## src/rtl/core/tpg_pkg.sv

```systemverilog
// Shared types and constants for the topology path generator.
// No dependencies; used by every module under rtl/core.
package tpg_pkg;

    // Topology mode codes
    localparam logic [2:0] MODE_BUS  = 3'd0;
    localparam logic [2:0] MODE_XBAR = 3'd1;
    localparam logic [2:0] MODE_MESH = 3'd2;
    localparam logic [2:0] MODE_RING = 3'd3;
    localparam logic [2:0] MODE_TREE = 3'd4;

    // Register indexes (byte address = 4 * index)
    localparam int          ADDR_W   = 4;
    localparam logic [1:0]  REG_MODE = 2'd0;
    localparam logic [1:0]  REG_GRID = 2'd1;
    localparam logic [1:0]  REG_RING = 2'd2;

    // Reset values and limits
    localparam logic [2:0] MODE_RESET   = MODE_BUS;
    localparam logic [4:0] DEFAULT_GRID = 5'd4;
    localparam logic [4:0] GRID_LIMIT   = 5'd16;
    localparam logic [6:0] RING_RESET   = 7'd0;
    localparam int         MAX_ITEMS    = 33;

    // Shared arithmetic unit opcodes
    localparam logic ALU_ADD = 1'b0;
    localparam logic ALU_SUB = 1'b1;

    typedef struct packed {
        logic [2:0] topology_mode;
        logic [4:0] grid_width;
        logic [6:0] ring_size;
    } cfg_t;

    typedef struct packed {
        logic       op;
        logic [8:0] a;
        logic [8:0] b;
    } alu_req_t;

    typedef struct packed {
        logic [8:0] sum;
        logic       neg;
    } alu_rsp_t;

    typedef struct packed {
        logic [5:0] path_node;
        logic [5:0] hop_total;
        logic       is_last;
        logic       is_empty;
    } out_item_t;

endpackage

```

## src/rtl/core/tpg_cfg.sv

```systemverilog
// Configuration register file behind an APB-style port.
// Depends on tpg_pkg.
module tpg_cfg
(
    input  logic                          clk,
    input  logic                          rst_n,
    input  logic                          psel,
    input  logic                          penable,
    input  logic                          pwrite,
    input  logic [tpg_pkg::ADDR_W-1:0]    paddr,
    input  logic [31:0]                   pwdata,
    output logic [31:0]                   prdata,
    output logic                          pready,
    output tpg_pkg::cfg_t                 cfg
);

    logic [2:0] mode_reg;
    logic [4:0] grid_reg;
    logic [6:0] ring_reg;
    logic       wr_en;

    assign wr_en  = psel & penable & pwrite;
    assign pready = 1'b1;

    always_ff @(posedge clk or negedge rst_n)
    begin
        if (!rst_n)
        begin
            mode_reg <= tpg_pkg::MODE_RESET;
            grid_reg <= tpg_pkg::DEFAULT_GRID;
            ring_reg <= tpg_pkg::RING_RESET;
        end
        else if (wr_en)
        begin
            unique case (paddr[3:2])
                tpg_pkg::REG_MODE: mode_reg <= pwdata[2:0];
                tpg_pkg::REG_GRID: grid_reg <= pwdata[4:0];
                tpg_pkg::REG_RING: ring_reg <= pwdata[6:0];
                default:           ;
            endcase
        end
    end

    always_comb
    begin
        unique case (paddr[3:2])
            tpg_pkg::REG_MODE: prdata = {29'd0, mode_reg};
            tpg_pkg::REG_GRID: prdata = {27'd0, grid_reg};
            tpg_pkg::REG_RING: prdata = {25'd0, ring_reg};
            default:           prdata = 32'd0;
        endcase
    end

    assign cfg.topology_mode = mode_reg;
    assign cfg.grid_width    = grid_reg;
    assign cfg.ring_size     = ring_reg;

endmodule

```

## src/rtl/core/tpg_alu.sv

```systemverilog
// Shared 9-bit add/subtract unit; sign of the result flags a borrow.
// Depends on tpg_pkg.
module tpg_alu
(
    input  tpg_pkg::alu_req_t req,
    output tpg_pkg::alu_rsp_t rsp
);

    logic [8:0] sum;

    always_comb
    begin
        unique case (req.op)
            tpg_pkg::ALU_ADD: sum = req.a + req.b;
            tpg_pkg::ALU_SUB: sum = req.a - req.b;
            default:          sum = req.a + req.b;
        endcase
    end

    assign rsp.sum = sum;
    assign rsp.neg = sum[8];

endmodule

```

## src/rtl/core/tpg_seq.sv

```systemverilog
// Route sequencer: mesh coordinate division, ring direction choice and node walk,
// all through the shared add/subtract unit. Depends on tpg_pkg.
module tpg_seq
#(
    parameter int MAX_NODES = 64
)
(
    input  logic                 clk,
    input  logic                 rst_n,
    input  tpg_pkg::cfg_t        cfg,
    input  logic                 in_valid,
    input  logic [7:0]           in_source,
    input  logic [7:0]           in_dest,
    output logic                 idle,
    input  logic                 slot_free,
    output logic                 emit,
    output tpg_pkg::out_item_t   item,
    output tpg_pkg::alu_req_t    alu_req,
    input  tpg_pkg::alu_rsp_t    alu_rsp
);

    localparam logic [3:0] S_IDLE  = 4'd0;
    localparam logic [3:0] S_EMPTY = 4'd1;
    localparam logic [3:0] S_DIVS  = 4'd2;
    localparam logic [3:0] S_DIVD  = 4'd3;
    localparam logic [3:0] S_XA    = 4'd4;
    localparam logic [3:0] S_XB    = 4'd5;
    localparam logic [3:0] S_YA    = 4'd6;
    localparam logic [3:0] S_YB    = 4'd7;
    localparam logic [3:0] S_HOPS  = 4'd8;
    localparam logic [3:0] S_RA    = 4'd9;
    localparam logic [3:0] S_RB    = 4'd10;
    localparam logic [3:0] S_RC    = 4'd11;
    localparam logic [3:0] S_RD    = 4'd12;
    localparam logic [3:0] S_WALK  = 4'd13;

    localparam logic [1:0] K_DIRECT = 2'd0;
    localparam logic [1:0] K_MESH   = 2'd1;
    localparam logic [1:0] K_RING   = 2'd2;

    localparam logic [5:0] LAST_CNT = 6'(tpg_pkg::MAX_ITEMS - 1);

    logic [3:0] state_reg, state_next;
    logic [1:0] kind_reg, kind_next;
    logic [7:0] src_reg, src_next;
    logic [7:0] dst_reg, dst_next;
    logic [7:0] node_reg, node_next;
    logic [7:0] rem_reg, rem_next;
    logic [4:0] quo_reg, quo_next;
    logic [3:0] cx_reg, cx_next;
    logic [3:0] cy_reg, cy_next;
    logic [3:0] tx_reg, tx_next;
    logic [3:0] ty_reg, ty_next;
    logic [3:0] xs_reg, xs_next;
    logic [3:0] ys_reg, ys_next;
    logic       xup_reg, xup_next;
    logic       yup_reg, yup_next;
    logic       rup_reg, rup_next;
    logic [6:0] fwd_reg, fwd_next;
    logic [6:0] steps_reg, steps_next;
    logic [6:0] hop_reg, hop_next;
    logic [5:0] cnt_reg, cnt_next;

    logic [4:0] w_eff;
    logic [9:0] w_sq;
    logic [6:0] n_eff;
    logic       in_bad;
    logic       mesh_off;
    logic       ring_off;
    logic       remaining;
    logic       last;
    logic [7:0] ring_next;

    // effective grid width and ring length
    always_comb
    begin
        if (cfg.grid_width == 5'd0)
            w_eff = tpg_pkg::DEFAULT_GRID;
        else if (cfg.grid_width > tpg_pkg::GRID_LIMIT)
            w_eff = tpg_pkg::GRID_LIMIT;
        else
            w_eff = cfg.grid_width;
    end

    assign w_sq  = {5'd0, w_eff} * {5'd0, w_eff};
    assign n_eff = (int'(cfg.ring_size) > MAX_NODES) ? 7'(MAX_NODES) : cfg.ring_size;

    assign in_bad   = (int'(in_source) >= MAX_NODES) || (int'(in_dest) >= MAX_NODES);
    assign mesh_off = ({2'b00, in_source} >= w_sq) || ({2'b00, in_dest} >= w_sq);
    assign ring_off = (in_source >= {1'b0, n_eff}) || (in_dest >= {1'b0, n_eff});

    assign remaining = (kind_reg == K_MESH) ? ((xs_reg != 4'd0) || (ys_reg != 4'd0))
                                            : (steps_reg != 7'd0);
    assign last      = !remaining || (cnt_reg == LAST_CNT);

    assign idle = (state_reg == S_IDLE);
    assign emit = ((state_reg == S_WALK) || (state_reg == S_EMPTY)) && slot_free;

    // result word
    always_comb
    begin
        if (state_reg == S_EMPTY)
        begin
            item.path_node = 6'd0;
            item.hop_total = 6'd0;
            item.is_last   = 1'b1;
            item.is_empty  = 1'b1;
        end
        else
        begin
            item.path_node = node_reg[5:0];
            item.hop_total = last ? hop_reg[5:0] : 6'd0;
            item.is_last   = last;
            item.is_empty  = 1'b0;
        end
    end

    // operand select for the shared unit
    always_comb
    begin
        alu_req.op = tpg_pkg::ALU_SUB;
        alu_req.a  = {1'b0, rem_reg};
        alu_req.b  = {4'd0, w_eff};
        case (state_reg)
            S_XA:
            begin
                alu_req.a = {5'd0, tx_reg};
                alu_req.b = {5'd0, cx_reg};
            end
            S_XB:
            begin
                alu_req.a = {5'd0, cx_reg};
                alu_req.b = {5'd0, tx_reg};
            end
            S_YA:
            begin
                alu_req.a = {5'd0, ty_reg};
                alu_req.b = {5'd0, cy_reg};
            end
            S_YB:
            begin
                alu_req.a = {5'd0, cy_reg};
                alu_req.b = {5'd0, ty_reg};
            end
            S_HOPS:
            begin
                alu_req.op = tpg_pkg::ALU_ADD;
                alu_req.a  = {5'd0, xs_reg};
                alu_req.b  = {5'd0, ys_reg};
            end
            S_RA:
            begin
                alu_req.a = {1'b0, dst_reg};
                alu_req.b = {1'b0, src_reg};
            end
            S_RB:
            begin
                alu_req.op = tpg_pkg::ALU_ADD;
                alu_req.a  = {1'b0, rem_reg};
                alu_req.b  = {2'b00, n_eff};
            end
            S_RC:
            begin
                // forward wins when 2*fwd <= n
                alu_req.a = {2'b00, n_eff};
                alu_req.b = {1'b0, fwd_reg, 1'b0};
            end
            S_RD:
            begin
                alu_req.a = {2'b00, n_eff};
                alu_req.b = {2'b00, fwd_reg};
            end
            S_WALK:
            begin
                alu_req.b = 9'd1;
                case (kind_reg)
                    K_MESH:
                    begin
                        alu_req.a = {1'b0, node_reg};
                        if (xs_reg != 4'd0)
                            alu_req.op = xup_reg ? tpg_pkg::ALU_ADD : tpg_pkg::ALU_SUB;
                        else
                        begin
                            alu_req.op = yup_reg ? tpg_pkg::ALU_ADD : tpg_pkg::ALU_SUB;
                            alu_req.b  = {4'd0, w_eff};
                        end
                    end
                    K_RING:
                    begin
                        if (rup_reg)
                        begin
                            alu_req.op = tpg_pkg::ALU_ADD;
                            alu_req.a  = {1'b0, node_reg};
                        end
                        else
                            alu_req.a = (node_reg == 8'd0) ? {2'b00, n_eff}
                                                           : {1'b0, node_reg};
                    end
                    default:
                    begin
                        alu_req.op = tpg_pkg::ALU_ADD;
                        alu_req.a  = {1'b0, dst_reg};
                        alu_req.b  = 9'd0;
                    end
                endcase
            end
            default: ;
        endcase
    end

    // forward ring step wraps at the ring length
    assign ring_next = (alu_rsp.sum[7:0] == {1'b0, n_eff}) ? 8'd0 : alu_rsp.sum[7:0];

    always_comb
    begin
        state_next = state_reg;
        kind_next  = kind_reg;
        src_next   = src_reg;
        dst_next   = dst_reg;
        node_next  = node_reg;
        rem_next   = rem_reg;
        quo_next   = quo_reg;
        cx_next    = cx_reg;
        cy_next    = cy_reg;
        tx_next    = tx_reg;
        ty_next    = ty_reg;
        xs_next    = xs_reg;
        ys_next    = ys_reg;
        xup_next   = xup_reg;
        yup_next   = yup_reg;
        rup_next   = rup_reg;
        fwd_next   = fwd_reg;
        steps_next = steps_reg;
        hop_next   = hop_reg;
        cnt_next   = cnt_reg;

        unique case (state_reg)
            S_IDLE:
            begin
                if (in_valid)
                begin
                    src_next   = in_source;
                    dst_next   = in_dest;
                    node_next  = in_source;
                    cnt_next   = 6'd0;
                    kind_next  = K_DIRECT;
                    steps_next = 7'd0;
                    hop_next   = 7'd1;
                    if (in_bad)
                        state_next = S_EMPTY;
                    else
                    begin
                        unique case (cfg.topology_mode) inside
                            tpg_pkg::MODE_BUS, tpg_pkg::MODE_XBAR, tpg_pkg::MODE_TREE:
                            begin
                                steps_next = {6'd0, (in_source != in_dest)};
                                state_next = S_WALK;
                            end
                            tpg_pkg::MODE_MESH:
                            begin
                                if (mesh_off)
                                    state_next = S_WALK;
                                else
                                begin
                                    kind_next  = K_MESH;
                                    rem_next   = in_source;
                                    quo_next   = 5'd0;
                                    state_next = S_DIVS;
                                end
                            end
                            tpg_pkg::MODE_RING:
                            begin
                                hop_next = 7'd0;
                                if (n_eff == 7'd0)
                                    state_next = S_EMPTY;
                                else if (ring_off)
                                    state_next = S_WALK;
                                else
                                begin
                                    kind_next  = K_RING;
                                    state_next = S_RA;
                                end
                            end
                            default: state_next = S_EMPTY;
                        endcase
                    end
                end
            end
            S_EMPTY:
            begin
                if (slot_free)
                    state_next = S_IDLE;
            end
            S_DIVS, S_DIVD:
            begin
                // repeated subtraction of the grid width
                if (!alu_rsp.neg)
                begin
                    rem_next = alu_rsp.sum[7:0];
                    quo_next = quo_reg + 5'd1;
                end
                else if (state_reg == S_DIVS)
                begin
                    cx_next    = rem_reg[3:0];
                    cy_next    = quo_reg[3:0];
                    rem_next   = dst_reg;
                    quo_next   = 5'd0;
                    state_next = S_DIVD;
                end
                else
                begin
                    tx_next    = rem_reg[3:0];
                    ty_next    = quo_reg[3:0];
                    state_next = S_XA;
                end
            end
            S_XA:
            begin
                xs_next  = alu_rsp.sum[3:0];
                xup_next = 1'b1;
                state_next = alu_rsp.neg ? S_XB : S_YA;
            end
            S_XB:
            begin
                xs_next    = alu_rsp.sum[3:0];
                xup_next   = 1'b0;
                state_next = S_YA;
            end
            S_YA:
            begin
                ys_next  = alu_rsp.sum[3:0];
                yup_next = 1'b1;
                state_next = alu_rsp.neg ? S_YB : S_HOPS;
            end
            S_YB:
            begin
                ys_next    = alu_rsp.sum[3:0];
                yup_next   = 1'b0;
                state_next = S_HOPS;
            end
            S_HOPS:
            begin
                hop_next   = alu_rsp.sum[6:0];
                state_next = S_WALK;
            end
            S_RA:
            begin
                if (!alu_rsp.neg)
                begin
                    fwd_next   = alu_rsp.sum[6:0];
                    state_next = S_RC;
                end
                else
                begin
                    rem_next   = alu_rsp.sum[7:0];
                    state_next = S_RB;
                end
            end
            S_RB:
            begin
                fwd_next   = alu_rsp.sum[6:0];
                state_next = S_RC;
            end
            S_RC:
            begin
                if (!alu_rsp.neg)
                begin
                    steps_next = fwd_reg;
                    hop_next   = fwd_reg;
                    rup_next   = 1'b1;
                    state_next = S_WALK;
                end
                else
                    state_next = S_RD;
            end
            S_RD:
            begin
                steps_next = alu_rsp.sum[6:0];
                hop_next   = alu_rsp.sum[6:0];
                rup_next   = 1'b0;
                state_next = S_WALK;
            end
            S_WALK:
            begin
                if (slot_free)
                begin
                    if (last)
                        state_next = S_IDLE;
                    else
                    begin
                        cnt_next = cnt_reg + 6'd1;
                        if (kind_reg == K_MESH)
                        begin
                            node_next = alu_rsp.sum[7:0];
                            if (xs_reg != 4'd0)
                                xs_next = xs_reg - 4'd1;
                            else
                                ys_next = ys_reg - 4'd1;
                        end
                        else
                        begin
                            steps_next = steps_reg - 7'd1;
                            if ((kind_reg == K_RING) && rup_reg)
                                node_next = ring_next;
                            else
                                node_next = alu_rsp.sum[7:0];
                        end
                    end
                end
            end
            default: state_next = S_IDLE;
        endcase
    end

    always_ff @(posedge clk or negedge rst_n)
    begin
        if (!rst_n)
            state_reg <= S_IDLE;
        else
            state_reg <= state_next;
    end

    always_ff @(posedge clk)
    begin
        kind_reg  <= kind_next;
        src_reg   <= src_next;
        dst_reg   <= dst_next;
        node_reg  <= node_next;
        rem_reg   <= rem_next;
        quo_reg   <= quo_next;
        cx_reg    <= cx_next;
        cy_reg    <= cy_next;
        tx_reg    <= tx_next;
        ty_reg    <= ty_next;
        xs_reg    <= xs_next;
        ys_reg    <= ys_next;
        xup_reg   <= xup_next;
        yup_reg   <= yup_next;
        rup_reg   <= rup_next;
        fwd_reg   <= fwd_next;
        steps_reg <= steps_next;
        hop_reg   <= hop_next;
        cnt_reg   <= cnt_next;
    end

endmodule

```

## src/rtl/core/topology_path_generator_core.sv

```systemverilog
// Top level of the topology path generator: config port, sequencer, shared
// add/subtract unit and output register. Depends on tpg_pkg, tpg_cfg, tpg_alu, tpg_seq.

// Takes one (source, destination) request word and returns the route one node
// per output word, source first; the last word has tlast set and carries the
// hop count. Bus, crossbar and tree give source then destination (source alone
// if equal) with one hop. Mesh routes X then Y on a grid grid_width wide; a node
// off the grid gives source alone, one hop. Ring goes the shorter way, ties
// forward; a node past the ring length gives source alone, zero hops. An out of
// range node, an unknown mode or an empty ring give a single word with tuser set.
// Flow: tready is high only while idle; once a request is taken it stays low
// until the last word of the route has entered the output register. Route setup
// runs on one shared 9-bit add/subtract unit: none for bus/crossbar/tree; ring
// takes differences to choose the direction; mesh divides source and destination
// by the grid width by repeated subtraction, then adds the X and Y distances.
// After setup one node leaves per cycle while the output side takes it, at most
// 33 words per route. A single output register sits on the master side, so a new
// request is taken while the final word still waits for tready.
module topology_path_generator_core
#(
    parameter int MAX_NODES = 64
)
(
    input  logic                          clk,
    input  logic                          rst_n,
    // configuration
    input  logic                          psel,
    input  logic                          penable,
    input  logic                          pwrite,
    input  logic [tpg_pkg::ADDR_W-1:0]    paddr,
    input  logic [31:0]                   pwdata,
    output logic [31:0]                   prdata,
    output logic                          pready,
    // request stream
    input  logic                          s_axis_tvalid,
    output logic                          s_axis_tready,
    input  logic [15:0]                   s_axis_tdata,   // [7:0] source_node, [15:8] dest_node
    // route stream
    output logic                          m_axis_tvalid,
    input  logic                          m_axis_tready,
    output logic [15:0]                   m_axis_tdata,   // [5:0] path_node, [11:6] hop_total
    output logic                          m_axis_tlast,   // is_last
    output logic                          m_axis_tuser    // is_empty
);

    tpg_pkg::cfg_t      cfg;
    tpg_pkg::alu_req_t  alu_req;
    tpg_pkg::alu_rsp_t  alu_rsp;
    tpg_pkg::out_item_t seq_item;
    logic               seq_idle;
    logic               seq_emit;
    logic               slot_free;

    // output register
    logic               out_valid_reg, out_valid_next;
    tpg_pkg::out_item_t out_item_reg;

    tpg_cfg u_cfg
    (
        .clk     (clk),
        .rst_n   (rst_n),
        .psel    (psel),
        .penable (penable),
        .pwrite  (pwrite),
        .paddr   (paddr),
        .pwdata  (pwdata),
        .prdata  (prdata),
        .pready  (pready),
        .cfg     (cfg)
    );

    tpg_alu u_alu
    (
        .req (alu_req),
        .rsp (alu_rsp)
    );

    tpg_seq #(.MAX_NODES(MAX_NODES)) u_seq
    (
        .clk       (clk),
        .rst_n     (rst_n),
        .cfg       (cfg),
        .in_valid  (s_axis_tvalid),
        .in_source (s_axis_tdata[7:0]),
        .in_dest   (s_axis_tdata[15:8]),
        .idle      (seq_idle),
        .slot_free (slot_free),
        .emit      (seq_emit),
        .item      (seq_item),
        .alu_req   (alu_req),
        .alu_rsp   (alu_rsp)
    );

    // input is taken only while the sequencer sits idle
    assign s_axis_tready = seq_idle;

    // output slot is free when empty or being drained this cycle
    assign slot_free = !out_valid_reg || m_axis_tready;

    always_comb
    begin
        if (seq_emit)
            out_valid_next = 1'b1;
        else if (m_axis_tready)
            out_valid_next = 1'b0;
        else
            out_valid_next = out_valid_reg;
    end

    always_ff @(posedge clk or negedge rst_n)
    begin
        if (!rst_n)
            out_valid_reg <= 1'b0;
        else
            out_valid_reg <= out_valid_next;
    end

    always_ff @(posedge clk)
    begin
        if (seq_emit)
            out_item_reg <= seq_item;
    end

    assign m_axis_tvalid = out_valid_reg;
    assign m_axis_tdata  = {4'd0, out_item_reg.hop_total, out_item_reg.path_node};
    assign m_axis_tlast  = out_item_reg.is_last;
    assign m_axis_tuser  = out_item_reg.is_empty;

    // an empty-route word is always the final, all-zero word
    a_empty_word: assert property (@(posedge clk) disable iff (!rst_n)
        m_axis_tvalid && m_axis_tuser |-> m_axis_tlast && (m_axis_tdata == 16'd0))
        else $error("empty route word malformed");

    // hop count only rides on the last word of a route
    a_hop_on_last: assert property (@(posedge clk) disable iff (!rst_n)
        m_axis_tvalid && !m_axis_tlast |-> (m_axis_tdata[11:6] == 6'd0))
        else $error("hop count on a non-final word");

    // a request is never followed by another in the next cycle
    a_busy_after_accept: assert property (@(posedge clk) disable iff (!rst_n)
        s_axis_tvalid && s_axis_tready |=> !s_axis_tready)
        else $error("request taken while previous one still routing");

endmodule
```

## config.mk

```make
export PLATFORM = sky130hd
export DESIGN_NAME = topology_path_generator_core
export DESIGN_NICKNAME = d
export VERILOG_FILES = /design/src/rtl/core/tpg_pkg.sv /design/src/rtl/core/tpg_cfg.sv /design/src/rtl/core/tpg_alu.sv /design/src/rtl/core/tpg_seq.sv /design/src/rtl/core/topology_path_generator_core.sv
export SDC_FILE = /design/constraint.sdc
export NUM_CORES = 1
export LEC_CHECK = 0
export BUFFER_PORTS_ARGS = -buffer_cell sky130_fd_sc_hd__buf_2
export CAP_MARGIN = 15
export CELL_PAD_IN_SITES_DETAIL_PLACEMENT = 0
export CELL_PAD_IN_SITES_GLOBAL_PLACEMENT = 1
export CORE_ASPECT_RATIO = 1.1
export CORE_UTILIZATION = 45
export CTS_BUF_LIST = sky130_fd_sc_hd__clkbuf_8
export CTS_CLUSTER_SIZE = 8
export DETAILED_ROUTE_END_ITERATION = 8
export HOLD_SLACK_MARGIN = 0.02
export MAX_ROUTING_LAYER = met4
export PLACE_DENSITY = 0.83
export SYNTH_ARGS = -nofsm -noshare
export SYNTH_HDL_FRONTEND = slang
export SYNTH_HIERARCHICAL = 1
export SYNTH_SLANG_ARGS = --single-unit
```

## constraint.sdc

```tcl
create_clock -name clk -period 6 [get_ports clk]
set_clock_uncertainty 0.2 [all_clocks]
set_input_delay 0.6 -clock clk [delete_from_list [all_inputs] [get_ports clk]]
set_output_delay 0.6 -clock clk [all_outputs]
set_load 0.02 [all_outputs]
```

==> flow_summary_export.csv, run 1 <==
group,metric,value,unit
status,status,"finished clean",
route,post_drt_wl_per_cell,21.0,um
route,first_pass_iters,7,
die,die_w,134,um
placed_design,placed_area,9250,um2
yosys,syn_inst,860,
grt,grt.total_usage,0.271,
grt,antenna_found_initial,0,
die,core,18600,um2
route,drt_iter0_markers,793,
critical_path,cp-start-kind,"register",
sta,min_period_over_period,0.955,
critical_path,worstSetupEndpointType,"register",
final_layout,drive_above_1_share,0.171,
run,drv_cap,0,
die,start_util,0.465,
clock_tree,htree_num_levels,4,
placed_design,port_buffers,54,
placed_design,hpwl,19000,um
route,viasPerCell,5.92,
final_layout,largest_reg_flops,12,
yosys,post_synth.cell_area_avg,10.1,um2
route,drcViolationCount,0,
final_layout,insertedDiodeCount,0,
clock_tree,cts_tree,"yes",
die,die_area,19800,um2
route,ant_nets,0,
final_layout,mostFrequentLayoutCell,"edfxtp_1",
grt,grt_pass1_vias,6916,
clock_tree,cts_sinks,125,
die,io_pins,112,
sta,fin_crit,5.73,ns
yosys,yosysWarnings,6,
clock_tree,clock_latency,0.45,ns
sta,final_hold_viol_count,0,
clock_tree,root_buffer,"clkbuf_8",
critical_path,required,5.99,ns
sta,drv_slew,0,
grt,globalRouteOverflowTotal,0,
placed_design,gp_congestion,0.975,
grt,grt_pass1_wl,38800,um
route,wl,25000,um
clock_tree,cts.path.max_buffers,2,
sta,setup_violations,0,
sta,hold_ws,0.189,ns
clock_tree,cts-buffers-inserted,17,
placed_design,dp.cells,1158,
critical_path,worst_ep_arrival_time,5.71,ns
critical_path,crit_path_max_fanout,8,
die,num_rows,52,
final_layout,final_nets,1054,
route,num_vias,7046,
clock_tree,cts.clk_slew.worst_paths,0.07,ns
sta,maxSlewHeadroom,0.398,
sta,fmax,175,MHz
sta,worst_slew_pin_slew,0.900,ns
worst_hold_path,min_path_type,"primary input to register",
final_layout,final_cell_mix,"edfxtp_1, nor2_1, inv_1",
final_layout,final_cell_area,9670,um2
die,die_y,147,um
final_layout,final_cell_count_no_fill,1190,
grt,grt_start_max_net_pins,26,
yosys,synth.cell_area,8660,um2
sta,tns,0,ns
critical_path,worstSetupPathType,"register to register",
final_layout,syn2layout_area_growth,11.7,%
clock_tree,post-cts-setup-buffers,0,
per-stage QoR:
stage                     utilization  worst slack [ns]
after floorplan                     -             0.845
after global placement          0.497             0.319
after detailed placement        0.497             0.307
after CTS                       0.519             0.275
after global routing            0.520          -0.00782
final                           0.520             0.273
final timing paths:
| check | startpoint | endpoint | slack [ns] | cells after the start |
|---|---|---|---|---|
| worst min register to register | u_seq/quo_reg[3] | u_seq/ty_reg[3] | 0.33 | 0 |
| worst max register to register | u_seq/xs_reg[0] | u_seq/rem_reg[2] | 0.27 | 21 |
| max in group asynchronous | rst_n | u_cfg/grid_reg[2] | 4.78 | 2 |
| min in group asynchronous | rst_n | u_cfg/ring_reg[1] | 0.46 | 2 |
| worst min-delay path | pwdata[5] | u_cfg/ring_reg[5] | 0.19 | 2 |
| worst max-delay path | u_seq/xs_reg[0] | u_seq/rem_reg[2] | 0.27 | 21 |
critical path: stages (launching register included):
cell	delay [ns]
edfxtp_1	0.42
inv_1	0.12
ha_1	0.20
nor3b_1	0.36
nand2_1	0.15
o31ai_1	0.35
a21oi_1	0.13
o21ai_0	0.24
inv_1	0.10
ha_1	0.28
mux2_2	0.29
fa_1	0.47
nor2b_4	0.14
o31a_1	0.17
nand2b_4	0.15
a31oi_4	0.08
xnor2_1	0.40
nand2b_1	0.19
or3_1	0.24
nand2_1	0.27
a222oi_1	0.46
inv_1	0.08
routing by layer:
metal | global-route usage | up-vias | part of all wire
li1 | - | 3264 | -
met1 | 0.330 | 3386 | 0.41
met2 | 0.443 | 336 | 0.48
met3 | 0.0442 | 60 | 0.073
met4 | 0.120 | 0 | 0.034
met5 | - | - | 0
layout make-up:
cell class | count | area, um2
clock inverters | 14 | 159
multi-input cells | 640 | 4530
flip-flops and latches | 125 | 3650
fillers | 1711 | 8940
repair buffers | 95 | 581
well taps | 243 | 304
inverters | 56 | 210
clock buffers | 17 | 234
what timing repair did:
| action | 4_1_cts | 5_1_grt |
|---|---|---|
| gates resized for setup | 0 | 4 |
| hold buffers | 1 | 0 |
| endpoints found under the setup margin | 0 | 16 |
| hold endpoints to repair | 19 | 0 |
Power of run 1 is not shown: default switching activity piles up to over one toggle a cycle in this logic, so the estimate is an artifact.
==> run 2, diff against run 1 <==
--- a/config.mk
+++ b/config.mk
@@ -17,6 +17,7 @@
 export HOLD_SLACK_MARGIN = 0.02
 export MAX_ROUTING_LAYER = met4
 export PLACE_DENSITY = 0.83
+export REMOVE_ABC_BUFFERS = 1
 export SYNTH_ARGS = -nofsm -noshare
 export SYNTH_HDL_FRONTEND = slang
 export SYNTH_HIERARCHICAL = 1
==> run 2 against run 1 <==
Against the previous run:
- worst setup slack gained 0.12 ns
- first-iteration DRC count unchanged
- fmax rose by 2.2%
- wire length increased by 4.3%
- final area rose by 0.65%
- global-route usage rose by 0.98 points
- clock-buffer cell count stayed put
- die area is the same
- flip-flop and latch count unchanged
- sequential share of layout area fell by 0.24 points
- non-clock buffer count is 5 higher
- largest cell class unchanged
==> flow_summary_export.csv, run 2 (synthesized netlist as in run 1, its figures left out) <==
group,metric,value,unit
placed_design,port_buffers,54,
grt,grt_pass1_vias,6960,
clock_tree,clock_latency,0.46,ns
final_layout,mostFrequentLayoutCell,"edfxtp_1",
clock_tree,cts-buffers-inserted,17,
status,status,"finished clean",
critical_path,worst_ep_arrival_time,5.61,ns
placed_design,gp_congestion,1.02,
die,die_w,134,um
route,first_pass_iters,6,
route,num_vias,7083,
final_layout,final_cell_count_no_fill,1196,
die,io_pins,112,
grt,grt_start_max_net_pins,36,
sta,fin_crit,5.61,ns
critical_path,worstSetupPathType,"register to register",
sta,drv_slew,0,
final_layout,final_nets,1059,
clock_tree,root_buffer,"clkbuf_8",
die,die_y,147,um
final_layout,final_cell_mix,"edfxtp_1, nor2_1, ha_1, nand2_1, inv_1",
die,num_rows,52,
sta,final_hold_viol_count,0,
sta,fmax,178,MHz
run,drv_cap,0,
placed_design,placed_area,9290,um2
sta,worst_slew_pin_slew,0.959,ns
die,start_util,0.465,
route,post_drt_wl_per_cell,21.8,um
final_layout,final_cell_area,9730,um2
final_layout,syn2layout_area_growth,12.4,%
power,p_per_area,692,nW/um2
die,core,18600,um2
sta,setup_violations,0,
final_layout,drive_above_1_share,0.187,
route,drt_iter0_markers,793,
clock_tree,cts_tree,"yes",
route,wl,26100,um
sta,maxSlewHeadroom,0.360,
power,irDropWorstVdd,331,uV
sta,min_period_over_period,0.934,
final_layout,largest_reg_flops,12,
grt,grt_pass1_wl,39900,um
power,p_leak,4.01,nW
critical_path,required,6.00,ns
route,ant_nets,0,
grt,grt.total_usage,0.281,
critical_path,cp-start-kind,"register",
placed_design,dp.cells,1163,
route,drcViolationCount,0,
route,viasPerCell,5.92,
die,die_area,19800,um2
grt,antenna_found_initial,1,
critical_path,crit_path_max_fanout,8,
clock_tree,cts_sinks,125,
clock_tree,cts.path.max_buffers,2,
placed_design,hpwl,19700,um
grt,globalRouteOverflowTotal,0,
clock_tree,htree_num_levels,4,
clock_tree,cts.clk_slew.worst_paths,0.08,ns
critical_path,worstSetupEndpointType,"register",
clock_tree,post-cts-setup-buffers,0,
sta,rsz0062_at_grt,"false",
worst_hold_path,min_path_type,"primary input to register",
[run 2: cell count changes in the layout (fill, tap and decap cells not counted), moves of 2 or more]
cell / previous run / this run
buf_4: 40 / 45
clkinv_1: 8 / 1
clkinv_2: 1 / 3
clkinvlp_4: 0 / 5
inv_1: 57 / 55
inv_6: 0 / 2
[run 2: where the power goes]
group          internal [W]  switching, W
Sequential          0.00147      0.000240
Clock              0.000408      0.000360
Combinational       0.00160       0.00265
Total               0.00348       0.00325
[run 2: final timing paths]
check	start	endpoint	cells past startpoint	slack (ns)
min reg2reg	u_seq/hop_reg[4]	m_axis_tdata[10]	1	0.32
max in group asynchronous	rst_n	u_cfg/grid_reg[2]	2	4.78
min	pwdata[5]	u_cfg/ring_reg[5]	2	0.17
max reg2reg	u_seq/xs_reg[0]	u_seq/rem_reg[0]	21	0.39
max	u_seq/xs_reg[0]	u_seq/rem_reg[0]	21	0.39
min in group asynchronous	rst_n	m_axis_tvalid	2	0.45
[run 2: final cells by class]
class	instances	area, um2
Timing Repair Buffer	100	618
Inverter	56	210
Antenna cell	1	2.50
Multi-Input combinational cell	640	4540
Fill cell	1782	8880
Clock buffer	17	234
Clock inverter	14	169
Sequential cell	125	3650
Tap cell	243	304
[run 2: stage by stage]
| step | TNS (ns) | setup WS [ns] | power (W) | hold WS [ns] | utilization |
|---|---|---|---|---|---|
| finish | 0 | 0.394 | 0.00673 | 0.174 | 0.523 |
| global route | 0 | 0.0865 | 0.00714 | 0.153 | 0.523 |
| CTS | 0 | 0.113 | 0.00662 | 0.157 | 0.521 |
| floorplan | -1.47 | -0.193 | 0.00429 | 0.104 | - |
| global placement | 0 | 0.214 | 0.00579 | 0.300 | 0.499 |
| detailed placement | 0 | 0.131 | 0.00584 | 0.303 | 0.499 |
[run 2: per-layer routing]
| layer | up-vias | wire [um] | GRT usage |
|---|---|---|---|
| met5 | - | 0 | - |
| met4 | 0 | 1100 | 0.143 |
| met3 | 80 | 2100 | 0.0460 |
| met2 | 381 | 12500 | 0.451 |
| met1 | 3339 | 10400 | 0.342 |
| li1 | 3283 | - | - |
[run 2: what timing repair did]
action,4_1_cts,5_1_grt
hold buffers,1,0
hold endpoints to repair,19,0
setup endpoints to repair,0,31
resized for setup,0,6
[run 2: critical path, cell delays in order (launching register included)]
cell and delay (ns):
edfxtp_1 0.43, inv_1 0.11, ha_1 0.19, nor3b_1 0.28
nand2_1 0.15, o31ai_2 0.46, a21oi_1 0.13, o21ai_0 0.27
inv_1 0.10, ha_1 0.29, mux2_2 0.30, fa_1 0.48
nor2b_4 0.14, o31a_1 0.18, nand2b_4 0.15, a31oi_4 0.09
xnor2_2 0.27, nand2b_1 0.16, or3_1 0.22, nand2_1 0.24
a222oi_1 0.44, inv_1 0.08
Power figures use the tool's default switching activity.
